$ cat config.mk
export PLATFORM = sky130hd
export DESIGN_NAME = length_prefixed_frame_deframer
export DESIGN_NICKNAME = d
export VERILOG_FILES = /design/src/rtl/lpfd_pkg.sv /design/src/rtl/length_prefixed_frame_deframer.sv
export SDC_FILE = /design/constraint.sdc
export NUM_CORES = 1
export LEC_CHECK = 0
export BUFFER_PORTS_ARGS = -buffer_cell sky130_fd_sc_hd__buf_2
export CORE_MARGIN = 1
export CORE_UTILIZATION = 27
export DETAILED_ROUTE_END_ITERATION = 8
export GPL_ROUTABILITY_DRIVEN = 0
export SKIP_LAST_GASP = 1
export SYNTH_ARGS = -nofsm -noshare
export SYNTH_HDL_FRONTEND = slang
export SYNTH_SLANG_ARGS = --single-unit
$ cat constraint.sdc
create_clock -name clk -period 8 [get_ports clk]
set_input_delay 1.6 -clock clk [delete_from_list [all_inputs] [get_ports clk]]
set_output_delay 1.6 -clock clk [all_outputs]
set_load 0.005 [all_outputs]
$ cat src/rtl/lpfd_pkg.sv
package lpfd_pkg;

  localparam int unsigned BYTE_W = 8;
  localparam int unsigned LEN_W  = 16;

  localparam logic [LEN_W-1:0] MAX_PAYLOAD_RESET = 16'd4096;

  typedef enum logic {
    OP_BYTE          = 1'b0,
    OP_SESSION_RESET = 1'b1
  } op_t;

  typedef enum logic [1:0] {
    KIND_DATA   = 2'd0,
    KIND_BADLEN = 2'd1,
    KIND_ABORT  = 2'd2
  } kind_t;

  typedef enum logic [1:0] {
    PH_LEN_LO  = 2'd0,
    PH_LEN_HI  = 2'd1,
    PH_PAYLOAD = 2'd2,
    PH_ERROR   = 2'd3
  } phase_t;

  typedef struct packed {
    op_t               op;
    logic [BYTE_W-1:0] data_byte;
  } in_item_t;

  typedef struct packed {
    kind_t             kind;
    logic [BYTE_W-1:0] payload_byte;
    logic              last_of_frame;
    logic [LEN_W-1:0]  frame_length;
  } out_item_t;

endpackage

$ cat src/rtl/length_prefixed_frame_deframer.sv
// Deframes a byte stream of frames, each a 2-byte little-endian length followed by
// that many payload bytes. Every payload byte leaves as one result transaction, the
// final one of a frame with last_of_frame set. A length of zero or above max_payload
// is reported once as an invalid-length result, after which all bytes are dropped
// until a session reset; a session reset during a payload reports an abort so the
// consumer can discard the partial frame. One item is accepted per clock while the
// output is not stalled: each item passes an input register and a result register,
// the phase and byte counter updating as it moves between them. max_payload is
// written through the cfg port, which is always ready; the user must do so only
// while the block is idle, as the block itself does not enforce this.
module length_prefixed_frame_deframer (
  input  logic                       clk,
  input  logic                       rst_n,
  input  logic                       in_valid,
  output logic                       in_stall,
  input  lpfd_pkg::in_item_t         in_data,
  output logic                       out_valid,
  input  logic                       out_stall,
  output lpfd_pkg::out_item_t        out_data,
  input  logic                       cfg_valid,
  output logic                       cfg_ready,
  input  logic [lpfd_pkg::LEN_W-1:0] cfg_data
);
  import lpfd_pkg::*;

  logic [LEN_W-1:0]  max_payload_r;
  logic              s1_valid_r;
  in_item_t          s1_item_r;
  phase_t            phase_r, phase_nxt;
  logic [BYTE_W-1:0] length_low_r, length_low_nxt;
  logic [LEN_W-1:0]  frame_len_r, frame_len_nxt;
  logic [LEN_W-1:0]  bytes_left_r, bytes_left_nxt;
  logic              out_valid_r;
  out_item_t         out_data_r;
  logic              out_free;
  logic              s1_adv;
  logic              res_valid;
  out_item_t         res;
  logic [LEN_W-1:0]  rx_len;
  logic              len_bad;
  logic              is_last;

  assign cfg_ready = 1'b1;
  assign out_free  = !out_valid_r || !out_stall;
  assign s1_adv    = s1_valid_r && out_free;
  assign in_stall  = s1_valid_r && !out_free;
  assign out_valid = out_valid_r;
  assign out_data  = out_data_r;

  assign rx_len  = {s1_item_r.data_byte, length_low_r};
  assign len_bad = (rx_len == '0) || (rx_len > max_payload_r);
  assign is_last = (bytes_left_r <= LEN_W'(1));

  always_comb begin
    phase_nxt      = phase_r;
    length_low_nxt = length_low_r;
    frame_len_nxt  = frame_len_r;
    bytes_left_nxt = bytes_left_r;
    if (s1_item_r.op == OP_SESSION_RESET) begin
      phase_nxt      = PH_LEN_LO;
      length_low_nxt = '0;
      frame_len_nxt  = '0;
      bytes_left_nxt = '0;
    end else begin
      case (phase_r)
        PH_LEN_LO: begin
          length_low_nxt = s1_item_r.data_byte;
          phase_nxt      = PH_LEN_HI;
        end
        PH_LEN_HI: begin
          if (len_bad) begin
            phase_nxt = PH_ERROR;
          end else begin
            frame_len_nxt  = rx_len;
            bytes_left_nxt = rx_len;
            phase_nxt      = PH_PAYLOAD;
          end
        end
        PH_PAYLOAD: begin
          if (is_last) begin
            bytes_left_nxt = '0;
            phase_nxt      = PH_LEN_LO;
          end else begin
            bytes_left_nxt = bytes_left_r - LEN_W'(1);
          end
        end
        default: begin
          phase_nxt = phase_r;
        end
      endcase
    end
  end

  always_comb begin
    res_valid = 1'b0;
    res       = '0;
    if (s1_item_r.op == OP_SESSION_RESET) begin
      if (phase_r == PH_PAYLOAD) begin
        res_valid        = 1'b1;
        res.kind         = KIND_ABORT;
        res.frame_length = frame_len_r;
      end
    end else begin
      case (phase_r)
        PH_LEN_HI: begin
          if (len_bad) begin
            res_valid        = 1'b1;
            res.kind         = KIND_BADLEN;
            res.frame_length = rx_len;
          end
        end
        PH_PAYLOAD: begin
          res_valid         = 1'b1;
          res.kind          = KIND_DATA;
          res.payload_byte  = s1_item_r.data_byte;
          res.last_of_frame = is_last;
          res.frame_length  = frame_len_r;
        end
        default: begin
          res_valid = 1'b0;
        end
      endcase
    end
  end

  always_ff @(posedge clk) begin
    if (!rst_n) begin
      max_payload_r <= MAX_PAYLOAD_RESET;
    end else if (cfg_valid && cfg_ready) begin
      max_payload_r <= cfg_data;
    end
  end

  always_ff @(posedge clk) begin
    if (!rst_n) begin
      s1_valid_r <= 1'b0;
    end else if (in_valid && !in_stall) begin
      s1_valid_r <= 1'b1;
    end else if (s1_adv) begin
      s1_valid_r <= 1'b0;
    end
  end

  always_ff @(posedge clk) begin
    if (in_valid && !in_stall) begin
      s1_item_r <= in_data;
    end
  end

  always_ff @(posedge clk) begin
    if (!rst_n) begin
      phase_r      <= PH_LEN_LO;
      length_low_r <= '0;
      frame_len_r  <= '0;
      bytes_left_r <= '0;
    end else if (s1_adv) begin
      phase_r      <= phase_nxt;
      length_low_r <= length_low_nxt;
      frame_len_r  <= frame_len_nxt;
      bytes_left_r <= bytes_left_nxt;
    end
  end

  always_ff @(posedge clk) begin
    if (!rst_n) begin
      out_valid_r <= 1'b0;
    end else if (s1_adv) begin
      out_valid_r <= res_valid;
    end else if (!out_stall) begin
      out_valid_r <= 1'b0;
    end
  end

  always_ff @(posedge clk) begin
    if (s1_adv) begin
      out_data_r <= res;
    end
  end

endmodule

# [Yosys cells after proc, flatten, opt, wreduce, memory -nomap -nowiden]
# Index checks and enable logic that the tools add are counted.
[classes] add_sub_neg=1 magnitude_cmp=2 eq_ne=6 mux=28 n_bitwise=1 reduce_logical=21
[ops] cell="$mux 16" count=8
[ops] cell="$pmux 16 s2" count=2
[ops] cell="$gt 16x16->1" count=1
[ops] cell="$le 16x1->1 const B" count=1
[ops] cell="$logic_not 16->1" count=1
[ops] cell="$mux 8" count=2
[ops] cell="$sub 16x1->16 const B" count=1
[ops] cell="$mux 1" count=10
[ops] cell="$reduce_and 3->1" count=3
[ops] cell="$mux 2" count=4
[ops] cell="$ne 3x3->1 const B" count=2
[ops] cell="$pmux 2 s3" count=1
[ops] cell="$reduce_bool 2->1" count=3
[ops] cell="$logic_not 1->1" count=4
[ops] cell="$reduce_bool 4->1" count=1
[ops] cell="$logic_and 1x1->1" count=3
[ops] cell="$reduce_bool 3->1" count=1
[ops] cell="$eq 2x1->1 const B" count=1
[ops] cell="$eq 2x2->1 const B" count=1
[ops] cell="$logic_not 2->1" count=1
[ops] cell="$logic_or 1x1->1" count=2
[ops] cell="$ne 2x1->1 const B" count=1
[ops] cell="$ne 2x2->1 const B" count=1
[ops] cell="$pmux 1 s2" count=1
[ops] cell="other kinds (3)" count=3
[totals] ff_bits=96 inputBits=30 out_inout_bits=30

# [Depth between registers and ports, before layout]
# Gate-level depths: netlist of run 1.
[logic_depth] word_depth=7 depth_mapped=11

# [Least setup slack after synthesis of run 1]
# OpenSTA, ideal clock, no wires.
[synth_timing] kind="input -> register" start="in out_stall" end="reg frame_len_r[13]" t_arrival_ns=3.370 required_ns=7.941 path_slack_ns=4.572 path_stages=7 path_buffers=1 cell_sequence="nand2_1 > nand2_1 > inv_1 > nand2_1 > nor3_1 > buf_2 > a22o_1"
[synth_between] elab_chain_cells=4
[synth_lines] item="from (decl)" line="length_prefixed_frame_deframer.sv:18" text="input logic out_stall,"
[synth_lines] item="$logic_not 1->1"
[synth_lines] item="$logic_or 1x1->1" line="length_prefixed_frame_deframer.sv:44" text="assign out_free = !out_valid_r || !out_stall;"
[synth_lines] item="$logic_and 1x1->1" line="length_prefixed_frame_deframer.sv:45" text="assign s1_adv = s1_valid_r && out_free;"
[synth_lines] item="net s1_adv" line="length_prefixed_frame_deframer.sv:36" text="logic s1_adv;"
[synth_lines] item="$reduce_and 3->1 (no line)"
[synth_lines] item="to (signal assigned)" line="length_prefixed_frame_deframer.sv:159" text="frame_len_r <= frame_len_nxt;"
[synth_lines] item="to (decl)" line="length_prefixed_frame_deframer.sv:31" text="logic [LEN_W-1:0] frame_len_r, frame_len_nxt;"
# The timed path passes the listed nets, and every way through them passes these cells.
# A chain may end at the register's enable or synchronous reset.

# [Worst setup path in the final report of run 1]
[layout_timing] start="in out_stall" end="reg length_low_r[3]"
[layout_between] elab_chain_cells=4
[layout_lines] item="$logic_not 1->1"
[layout_lines] item="$logic_or 1x1->1" line="length_prefixed_frame_deframer.sv:44"
[layout_lines] item="$logic_and 1x1->1" line="length_prefixed_frame_deframer.sv:45"
[layout_lines] item="net s1_adv" line="length_prefixed_frame_deframer.sv:36"
[layout_lines] item="$reduce_and 2->1 (no line)"
[layout_lines] item="to (signal assigned)" line="length_prefixed_frame_deframer.sv:158" text="length_low_r <= length_low_nxt;"
[layout_lines] item="to (decl)" line="length_prefixed_frame_deframer.sv:30" text="logic [BYTE_W-1:0] length_low_r, length_low_nxt;"
# The timed path passes the listed nets, and every way through them passes these cells.

==> results by group, run 1 <==
Drt
  – WL met3: 779 µm
  – DRC violations left: 0
  – First-iteration detailed-routing DRC count: 268
  – Vias per inst: 4.97
  – WL met2: about 5.4 mm
  – Detail Route Antenna Nets: 0
  – Met1 WL: 5.37 mm
  – DR WL/cell: about 16 µm
  – Vias: 3703
  – Routed Wire Length: 11.8 mm
  – Top Layer Used: met4
  – Pre-antenna DRT Iters: 5

Synthesis
  – Synth warn: 0
  – Post-Synthesis Cells: 474
  – Sequential fraction of the synthesis area: 0.495
  – Fraction of registers with async set or reset after synthesis: 0
  – Yosys top cell by area: dfxtp_1
  – Synth Cell Area: 4610 µm²
  – FF+latch count, synth: 96
  – Synth cell types: 55
  – Top cell type's share of synthesized area: 0.260
  – Post-synth EDFFs: 36
  – Synthesized area per cell: 9.73 µm²
  – Commonest cells in the netlist: dfxtp_1 (60), nor2_1 (54), edfxtp_1 (36), inv_1 (36), a21oi_1 (24)
  – Top cells by area, synth: dfxtp_1 (26%), edfxtp_1 (23%), ha_1 (6.0%), nor2_1 (4.4%), mux2i_1 (3.5%)
  – Synth Flop Type: dfxtp_1
  – Synth Net Count: 526
  – Top-count cell post-synth: dfxtp_1

CTS
  – Post-CTS Hold Fix Bufs: 0
  – # resized after CTS: 0
  – Clk_lat worst skew: 0.35 ns
  – Reg clk slew, reported paths: 0.07 ns
  – Setup bufs post-CTS: 0
  – CTS tree: built
  – CTS Buffer Depth: 2
  – Clock Tree Root: clkbuf_16
  – Total CTS buffers: 9
  – Clock Sinks: 96
  – CTS H-tree lvls: 3

Global routing
  – Gr usage total: 0.137
  – Initial antenna violation count: 0
  – First-pass GRT wire length: 19.0 mm
  – Vias in the first global route: around 3700
  – Largest net degree at the start of global routing: 41
  – Grt total ovfl: 0

Worst setup path
  – Worst Reg-to-Reg Cells: 8
  – Startpoint type of the worst setup path: primary input
  – Worst Setup Path Type: in2reg
  – Family with the most delay on the worst path: buffers and inverters
  – CP Cell Sequence: buf_2, nand2_1, nand2_1, inv_1, o21ai_1, nor3b_1, a21oi_1, nor2_1
  – Levels on crit path: 8
  – CP max-delay cell: inv_1
  – Most frequent CP cell: nand2_1
  – Worst setup EP type: flip-flop
  – Crit path buffers/inverters: 2
  – Critical Path AT: between 4 and 5 ns
  – Crit-path max FO: 32
  – Largest stage delay, worst path: 0.90 ns
  – Worst path required time: just over 8 ns

Pwr
  – Pwr Density: 195 nW/µm²
  – Peak supply drop: 0.0000904 V
  – Leakage: 2.18 nW

Timing
  – Final Hold Fails: 0
  – Fmax: 266 MHz
  – Final WS setup: 4.24 ns
  – Unrepaired setup endpoints after global routing: no
  – Final Skew: around 0.0070 ns
  – Final Max Tran Viols: 0
  – Slew @ Worst Pin: 1.21 ns
  – Rel. slew slack: 0.190
  – Min cycle time layout: 3.76 ns
  – Final TNS setup: 0 ns
  – Final setup viols: 0
  – Final worst path period share: 0.470

Cells and area
  – Final nets: 572
  – Synth-to-Final Area Change: 16.6%
  – Share of cells above drive strength 1: 0.170
  – # diodes: 0

Floorplanning
  – Core area: 16600 µm²
  – Die W: 133 µm
  – Die height: 133 µm
  – Die ar.: 17600 µm²
  – Num ports: 60
  – Num rows: 47
  – Initial Util: 0.277

Hold path
  – Cells on Worst Hold Path: 1
  – Hold WC Path Type: reg2reg

Placed design
  – Detailed placement HPWL: 8.25 mm
  – Pre-CTS setup slack: 3.84 ns
  – PortBufs: 58

Outcome
  – Status: complete, no violations

Flow run
  – Total of max-cap violations: 0
[power breakdown]
| part | switching (W) | internal, W |
|---|---|---|
| sequential | 0.0000165 | 0.000521 |
| combinational | 0.0000574 | 0.0000356 |
| clock | 0.000202 | 0.000217 |
| total | 0.000276 | 0.000773 |
[layout make-up]
type / instances / area [µm²]
inverters: 37 / 139
clock buffers: 9 / 225
well taps: 220 / 275
flip-flops and latches: 96 / 2280
clock inverters: 7 / 58.8
repair buffers: 61 / 313
fillers: 1725 / 11300
multi-input cells: 315 / 2080
[path summary, 6_finish.rpt]
| path | startpoint | to | slack [ns] |
|---|---|---|---|
| worst max-delay path | out_stall | length_low_r[3] | 4.24 |
| worst min-delay path | frame_len_r[5] | frame_len_r[5] | 0.48 |
| worst max register to register | rx_len[14] | out_valid | 4.57 |
| worst min register to register | frame_len_r[5] | frame_len_r[5] | 0.48 |
[metrics by stage]
step                      total power, W   util  hold WS [ns]  instances  instance area (µm²)
after floorplan                 0.000606      -         0.443        474                 4610
after global routing             0.00109  0.323         0.489        745                 5380
after global placement          0.000637  0.306         0.457        729                 5090
after detailed placement        0.000641  0.306         0.459        729                 5090
after CTS                        0.00106  0.323         0.479        745                 5380
final                            0.00105  0.323         0.478        745                 5380
[sequential cells by signal, summed over array words and instances, names as in the netlist]
signal	count
rx_len	8
out_valid	1
phase_r	2
max_payload_r	16
out_data	27
s1_item_r	1
frame_len_r	16
bytes_left_r	16
length_low_r	8
s1_valid_r	1
[layout by cell type, fill, tap and decap left out, types with 3 or more instances in the layout]
master,n
a22o_1,17
nand2_1,17
inv_1,36
a21o_1,3
and3_1,10
or4_1,3
buf_2,58
xor2_1,7
nor4_1,7
dfxtp_1,60
o31ai_1,3
clkbuf_16,9
nand3_1,22
nor3_1,17
buf_4,3
nor3b_1,4
o21ai_0,18
nand4_1,4
a21oi_1,24
inv_6,4
nor2b_1,6
edfxtp_1,36
o211ai_1,3
a22oi_1,17
ha_1,22
mux2i_1,16
nand2b_1,7
nor2_1,54
[kinds of logic (layout without fill, tap and decap cells)]
kind of cell,Yosys count,in the layout,share of synthesized area
xor gates and xnor gates,9,9,0.0171
muxes,17,17,0.0372
adders and majority gates,22,22,0.0597
and+or+nand+nor,159,159,0.176
DFF,96,96,0.495
AOI/OAI and AO/OA,107,107,0.160
other,1,1,0.000813
buffers and inverters,63,114,0.0548
[per-layer routing]
layer | vias up | GRT usage
met2 | 124 | 0.217
met4 | 0 | 0.0568
met3 | 21 | 0.0318
met1 | 1767 | 0.179
met5 | - | 0
li1 | 1791 | -
Note: power is estimated with default switching activity, not from simulation.
==> run 2: changes to the inputs <==
- clock period: 8 -> 3.4 ns (I/O delays scaled with it)
==> results by group, run 2 (synthesis results as in run 1) <==
Worst setup path
  – CP Cell Sequence: ha_1, nand4_1, nor4_1, a21bo_2, a31oi_1, o21ai_0, a21oi_2, a22o_1
  – Reg2Reg Setup Slack: 0.35 ns (-4.22 ns)
  – Worst Setup Path Type: reg2reg
  – Worst Reg-to-Reg Cells: 8 (unchanged)
  – R2R Path Start: rx_len[13]
  – Critical Path AT: 3.35 ns (-0.70 ns)
  – Crit path to: frame_len_r[13]
  – Startpoint type of the worst setup path: flip-flop
  – Reg2reg end: frame_len_r[13]
  – CP max-delay cell: a21oi_2
  – Crit path launch: rx_len[13]
  – Crit-path max FO: 16 (-50%)
  – Largest stage delay, worst path: 0.62 ns (-0.28 ns)
  – Worst setup EP type: flip-flop
  – Worst path required time: 3.69 ns (-4.60 ns)

Flow run
  – Total of max-cap violations: 0 (unchanged)

Floorplanning
  – Core area: 16600 µm² (unchanged)
  – Initial Util: 0.277 (unchanged)
  – Num rows: 47 (unchanged)
  – Num ports: 60 (unchanged)
  – Die height: 133 µm (unchanged)
  – Die ar.: 17600 µm² (unchanged)
  – Die W: 133 µm (unchanged)

Cells and area
  – Commonest non-fill, non-tap cell in the layout: dfxtp_1
  – Most frequent cells in the layout: dfxtp_1 (60), buf_2 (58), nor2_1 (54)
  – # diodes: 0 (unchanged)
  – Share of cells above drive strength 1: 0.176 (+0.00684)
  – Fillers: 1714 (-0.64%)
  – Max FFs per register: 27 (unchanged)
  – Synth-to-Final Area Change: 17.5%
  – Final nets: 580 (+1.4%)
  – Final Non-Filler Cells: 753 (+1.1%)

Drt
  – Pre-antenna DRT Iters: 5 (unchanged)
  – Vias per inst: 4.95 (-0.34%)
  – DR WL/cell: 16.3 µm (+2.7%)
  – Routed Wire Length: 12.3 mm (+3.8%)
  – Vias: 3730 (+0.73%)
  – Detail Route Antenna Nets: 0 (unchanged)
  – First-iteration detailed-routing DRC count: 238 (-11%)
  – DRC violations left: 0 (unchanged)

CTS
  – CTS H-tree lvls: 3 (unchanged)
  – Reg clk slew, reported paths: 0.07 ns (about the same)
  – Clock Sinks: 96 (unchanged)
  – Clk_lat worst skew: 0.35 ns (about the same)
  – # resized after CTS: 0 (unchanged)
  – Post-CTS Hold Fix Bufs: 0 (unchanged)
  – Total CTS buffers: 9 (unchanged)
  – CTS tree: built
  – Clock Tree Root: clkbuf_16
  – CTS Buffer Depth: 2 (unchanged)
  – Setup bufs post-CTS: 0 (unchanged)

Outcome
  – Status: complete, no violations

Placed design
  – Detailed placement HPWL: 8.72 mm (+5.7%)
  – PortBufs: 58 (unchanged)
  – Placed cells: 737 (+1.1%)
  – Pre-CTS setup slack: 0.359 ns (-3.48 ns)

Timing
  – Slew @ Worst Pin: 1.18 ns (-0.0319 ns)
  – Fmax: 327 MHz
  – Final Skew: 0.0101 ns (+0.00302 ns)
  – Final setup viols: 0 (unchanged)
  – Final worst path period share: 0.898
  – Min cycle time layout: 3.05 ns
  – Final WS setup: 0.345 ns (-3.90 ns)
  – Unrepaired setup endpoints after global routing: no
  – Final Hold Fails: 0 (unchanged)
  – Final Max Tran Viols: 0 (unchanged)
  – Final TNS setup: 0 ns (unchanged)
  – Rel. slew slack: 0.207 (+0.0169)

Global routing
  – Largest net degree at the start of global routing: 40 (-2.4%)
  – Vias in the first global route: 3511 (-4.3%)
  – Grt total ovfl: 0 (unchanged)
  – Gr usage total: 0.142 (+0.00538)
  – Initial antenna violation count: 0 (unchanged)
  – First-pass GRT wire length: 19.3 mm (+1.6%)

Pwr
  – Pwr Density: 451 nW/µm² (+130%)
  – Leakage: 2.20 nW (+1.1%)
  – Peak supply drop: 0.000218 V (+140%)

Hold path
  – Hold WC Path Type: reg2reg
==> run 2: changes by cell type in the layout (fill, tap and decap cells not counted) <==
cell / change
a31oi_1: +1
inv_8: -1
buf_4: +8
clkinvlp_4: +2
a31oi_2: -1
inv_6: -2
clkinv_2: -1
clkbuf_1: +2
==> run 2: report_power, final <==
group | switching (W) | leakage (nW) | internal [W]
sequential | 0.0000296 | 0.846 | 0.00123
clock | 0.000451 | 0.123 | 0.000502
combinational | 0.000147 | 1.24 | 0.0000906
total | 0.000628 | 2.20 | 0.00182
==> run 2: worst max-delay path: cells and delay by family, from the launching register on <==
family | cells | cell delay, ns
AO/OA/AOI/OAI | 5 | 1.51
AND/OR/NAND/NOR | 2 | 0.61
flip-flops | 1 | 0.51
adder cells (fa/ha/maj) | 1 | 0.35
==> run 2: area by class of cell <==
type                            count  area (µm²)  area share
Clock inverter                      5        40.0     0.00739
Timing Repair Buffer               69         373      0.0688
Sequential cell                    96        2280       0.421
Multi-Input combinational cell    315        2080       0.383
Clock buffer                       11         233      0.0429
Inverter                           37         139      0.0256
Tap cell                          220         275      0.0508
==> run 2: per-stage QoR <==
| stage | total power [W] | hold WS [ns] | instance area [µm²] | util |
|---|---|---|---|---|
| floorplan | 0.00143 | 0.443 | 4610 | - |
| global placement | 0.00151 | 0.457 | 5150 | 0.309 |
| detailed placement | 0.00152 | 0.460 | 5150 | 0.309 |
| CTS | 0.00247 | 0.479 | 5420 | 0.326 |
| global route | 0.00255 | 0.493 | 5420 | 0.326 |
| finish | 0.00245 | 0.478 | 5420 | 0.326 |
==> run 2: layer usage <==
layer | GRT usage | routed length (µm)
met5 | 0 | 0
met4 | 0.0607 | 356
met3 | 0.0352 | 625
met2 | 0.224 | 5710
met1 | 0.186 | 5580
==> run 2: worst min-delay path by stage <==
stage | cells after the start | endpoint | start | slack (ns)
2_1_floorplan | 1 | frame_len_r[10] | frame_len_r[10] | 0.44
3_3_place_gp | 1 | frame_len_r[12] | frame_len_r[12] | 0.46
3_5_place_dp | 1 | frame_len_r[11] | frame_len_r[11] | 0.46
4_1_cts | 1 | frame_len_r[2] | frame_len_r[2] | 0.48
5_1_grt | 1 | rx_len[10] | in_data[2] | 0.49
6_report | 1 | frame_len_r[2] | frame_len_r[2] | 0.48
==> run 3: changes to the inputs <==
- ABC_AREA: default -> 1
- BUFFER_PORTS_ARGS: -buffer_cell sky130_fd_sc_hd__buf_2 -> default
- DONT_BUFFER_PORTS: default -> 1
- GPL_TIMING_DRIVEN: default -> 0
==> results by group, run 3 <==
Outcome
  – Status: complete, no violations

Floorplanning
  – Initial Util: 0.279 (+0.00159)
  – Num ports: 60 (unchanged)
  – Die W: 136 µm (+2.7%)
  – Core area: 17500 µm² (+5.0%)
  – Die height: 136 µm (+2.7%)
  – Die ar.: 18600 µm² (+5.5%)
  – Num rows: 48 (+2.1%)

Synthesis
  – Synth warn: 0 (unchanged)
  – Synth Cell Area: 4870 µm² (+5.6%)
  – Yosys top cell by area: dfxtp_1
  – Synth Net Count: 673 (+28%)
  – Fraction of registers with async set or reset after synthesis: 0 (unchanged)
  – Post-synth EDFFs: 36 (unchanged)
  – Synth Flop Type: dfxtp_1
  – Top cells by area, synth: dfxtp_1 (25%), edfxtp_1 (22%), nand2_1 (9.8%), a21oi_1 (7.8%), nor2_1 (6.0%)
  – Post-Synthesis Cells: 621 (+31%)
  – Top-count cell post-synth: nand2_1
  – Synth cell types: 35 (-36%)
  – FF+latch count, synth: 96 (unchanged)
  – Sequential fraction of the synthesis area: 0.469 (-0.0263)
  – Synthesized area per cell: 7.84 µm² (-19%)
  – Commonest cells in the netlist: nand2_1 (127), nor2_1 (78), a21oi_1 (76)
  – Top cell type's share of synthesized area: 0.247 (-0.0138)

Hold path
  – Hold EP: s1_item_r[8]
  – Cells on Worst Hold Path: 0 (-1)
  – Hold WC Path Type: in2reg
  – Hold path start: in_data[8]

Pwr
  – Peak supply drop: 0.000263 V (+21%)
  – Clock Power Share: 0.376 (-0.013)
  – Sequential share of power: 0.452 (-0.061)
  – Comb power frac: 0.172 (+0.075)
  – Switching power: 0.000811 W (+29%)
  – Leakage: 2.20 nW (about the same)
  – Sw Ratio: 0.283 (+0.0265)
  – Pwr Density: 524 nW/µm² (+16%)
  – Internal Power: 0.00205 W (+13%)

CTS
  – Clk_lat worst skew: 0.35 ns (about the same)
  – Total CTS buffers: 9 (unchanged)
  – # resized after CTS: 0 (unchanged)
  – Setup bufs post-CTS: 0 (unchanged)
  – CTS tree: built
  – CTS H-tree lvls: 3 (unchanged)
  – CTS Buffer Depth: 2 (unchanged)
  – Reg clk slew, reported paths: 0.07 ns (about the same)
  – Clock Sinks: 96 (unchanged)
  – Clock Tree Root: clkbuf_16
  – Post-CTS Hold Fix Bufs: 0 (unchanged)

Global routing
  – First-pass GRT wire length: 20.3 mm (+5.1%)
  – Initial antenna violation count: 0 (unchanged)
  – Grt total ovfl: 0 (unchanged)
  – Gr usage total: 0.144 (+0.00200)
  – Largest net degree at the start of global routing: 37 (-7.5%)
  – Vias in the first global route: 3883 (+11%)

Worst setup path
  – Crit-path max FO: 10 (-6)
  – Reg2reg end: out_data[6]
  – Critical Path AT: 2.52 ns (-0.83 ns)
  – Reg2Reg Setup Slack: 1.06 ns (+0.72 ns)
  – Worst path required time: 3.58 ns (-0.11 ns)
  – R2R Path Start: rx_len[15]
  – Worst setup EP type: flip-flop
  – Worst Setup Path Type: reg2reg
  – Startpoint type of the worst setup path: flip-flop
  – Worst Reg-to-Reg Cells: 10 (+2)

Cells and area
  – Max FFs per register: 27 (unchanged)
  – Most frequent cells in the layout: nand2_1 (127), nor2_1 (78), a21oi_1 (76)
  – Commonest non-fill, non-tap cell in the layout: nand2_1
  – # diodes: 0 (unchanged)
  – Final Non-Filler Cells: 862 (+14%)
  – Fillers: 1855 (+8.2%)
  – Share of cells above drive strength 1: 0.0628 (-0.114)
  – Final nets: 684 (+18%)
  – Post-route cell area: 5470 µm² (+0.90%)
  – Synth-to-Final Area Change: 12.3%

Drt
  – Routed Wire Length: 12.7 mm (+3.3%)
  – Vias per inst: 4.76 (-3.9%)
  – First-iteration detailed-routing DRC count: 198 (-17%)
  – DR WL/cell: 14.7 µm (-9.8%)
  – Detail Route Antenna Nets: 0 (unchanged)
  – Vias: 4105 (+10%)
  – Pre-antenna DRT Iters: 5 (unchanged)
  – DRC violations left: 0 (unchanged)

Flow run
  – Total of max-cap violations: 0 (unchanged)

Timing
  – Final WS setup: 1.06 ns (+0.717 ns)
  – Rel. slew slack: 0.458 (+0.251)
  – Fmax: 428 MHz (+31%)
  – Unrepaired setup endpoints after global routing: no
  – Slew @ Worst Pin: 0.813 ns (-0.368 ns)
  – Final setup viols: 0 (unchanged)
  – Final Hold Fails: 0 (unchanged)
  – Final Skew: 0.0103 ns (+0.000273 ns)
  – Final TNS setup: 0 ns (unchanged)
  – Min cycle time layout: 2.34 ns (-0.717 ns)
  – Final worst path period share: 0.687 (-0.211)
  – Final Max Tran Viols: 0 (unchanged)

Placed design
  – Area post-placement: 5150 µm² (+0.15%)
  – Placed cells: 846 (+15%)
  – Detailed placement HPWL: 9.51 mm (+9.0%)
  – Pre-CTS setup slack: 0.934 ns (+0.574 ns)
  – PortBufs: 0 (-100%)
[run 3: cell types whose count changed after synthesis, moves of 17 or more]
cell	previous run	this run
nand2_1	17	127
a21oi_1	24	76
inv_1	36	64
nor2_1	54	78
o21ai_0	18	42
a22o_1	17	0
a22oi_1	17	0
[run 3: power groups by stage]
stage | Clock [W] | Sequential [W] | Combinational [W]
finish | 0.00108 | 0.00130 | 0.000494
global route | 0.00114 | 0.00130 | 0.000560
CTS | 0.00110 | 0.00130 | 0.000494
detailed placement | 0 | 0.00132 | 0.000491
global placement | 0 | 0.00132 | 0.000486
floorplan | 0 | 0.00131 | 0.000377
[run 3: cell families after synthesis]
logic type,count (synthesis),share of synthesized area
AND/OR/NAND/NOR,266,0.236
AO/OA/AOI/OAI,134,0.146
flip-flops,96,0.469
buffers and inverters,95,0.0796
adder cells (fa/ha/maj),22,0.0565
XOR/XNOR,7,0.0126
other,1,0.000770
[run 3: cell type report]
type	count	area, µm²	area share
sequential	96	2280	0.417
multi-input combinational	430	2200	0.403
tap	225	282	0.0515
inverter	66	248	0.0453
clock buffer	10	229	0.0419
buffer	29	141	0.0259
clock inverter	6	85.1	0.0156
[run 3: stage by stage]
stage	util	hold WS [ns]	total power (W)
global route	0.313	0.402	0.00300
finish	0.313	0.419	0.00287
CTS	0.313	0.408	0.00289
floorplan	-	0.435	0.00168
detailed placement	0.295	0.453	0.00181
global placement	0.295	0.449	0.00181
[run 3: critical path: stages (launching register included)]
cell      delay (ns)
edfxtp_1        0.46
ha_1            0.33
nand2_1         0.09
nor3_2          0.24
nand2_1         0.08
nand2_1         0.07
nand2_2         0.08
a21oi_2         0.39
buf_6           0.21
nand2_1         0.06
a21oi_1         0.18
[run 3: worst max path at each step]
stage	startpoint	endpoint
global route	rx_len[15]	out_data[6]
finish	rx_len[15]	out_data[6]
CTS	rx_len[15]	out_data[6]
detailed placement	out_stall	out_data[11]
global placement	out_stall	out_data[11]
floorplan	out_stall	out_data[0]
[run 3: routing by layer]
metal / up-vias / wire, µm / GRT usage
li1: 2064 / - / -
met1: 1926 / 5950 / 0.189
met2: 100 / 5660 / 0.225
met3: 15 / 881 / 0.0447
met4: 0 / 178 / 0.0451
met5: - / 0 / 0
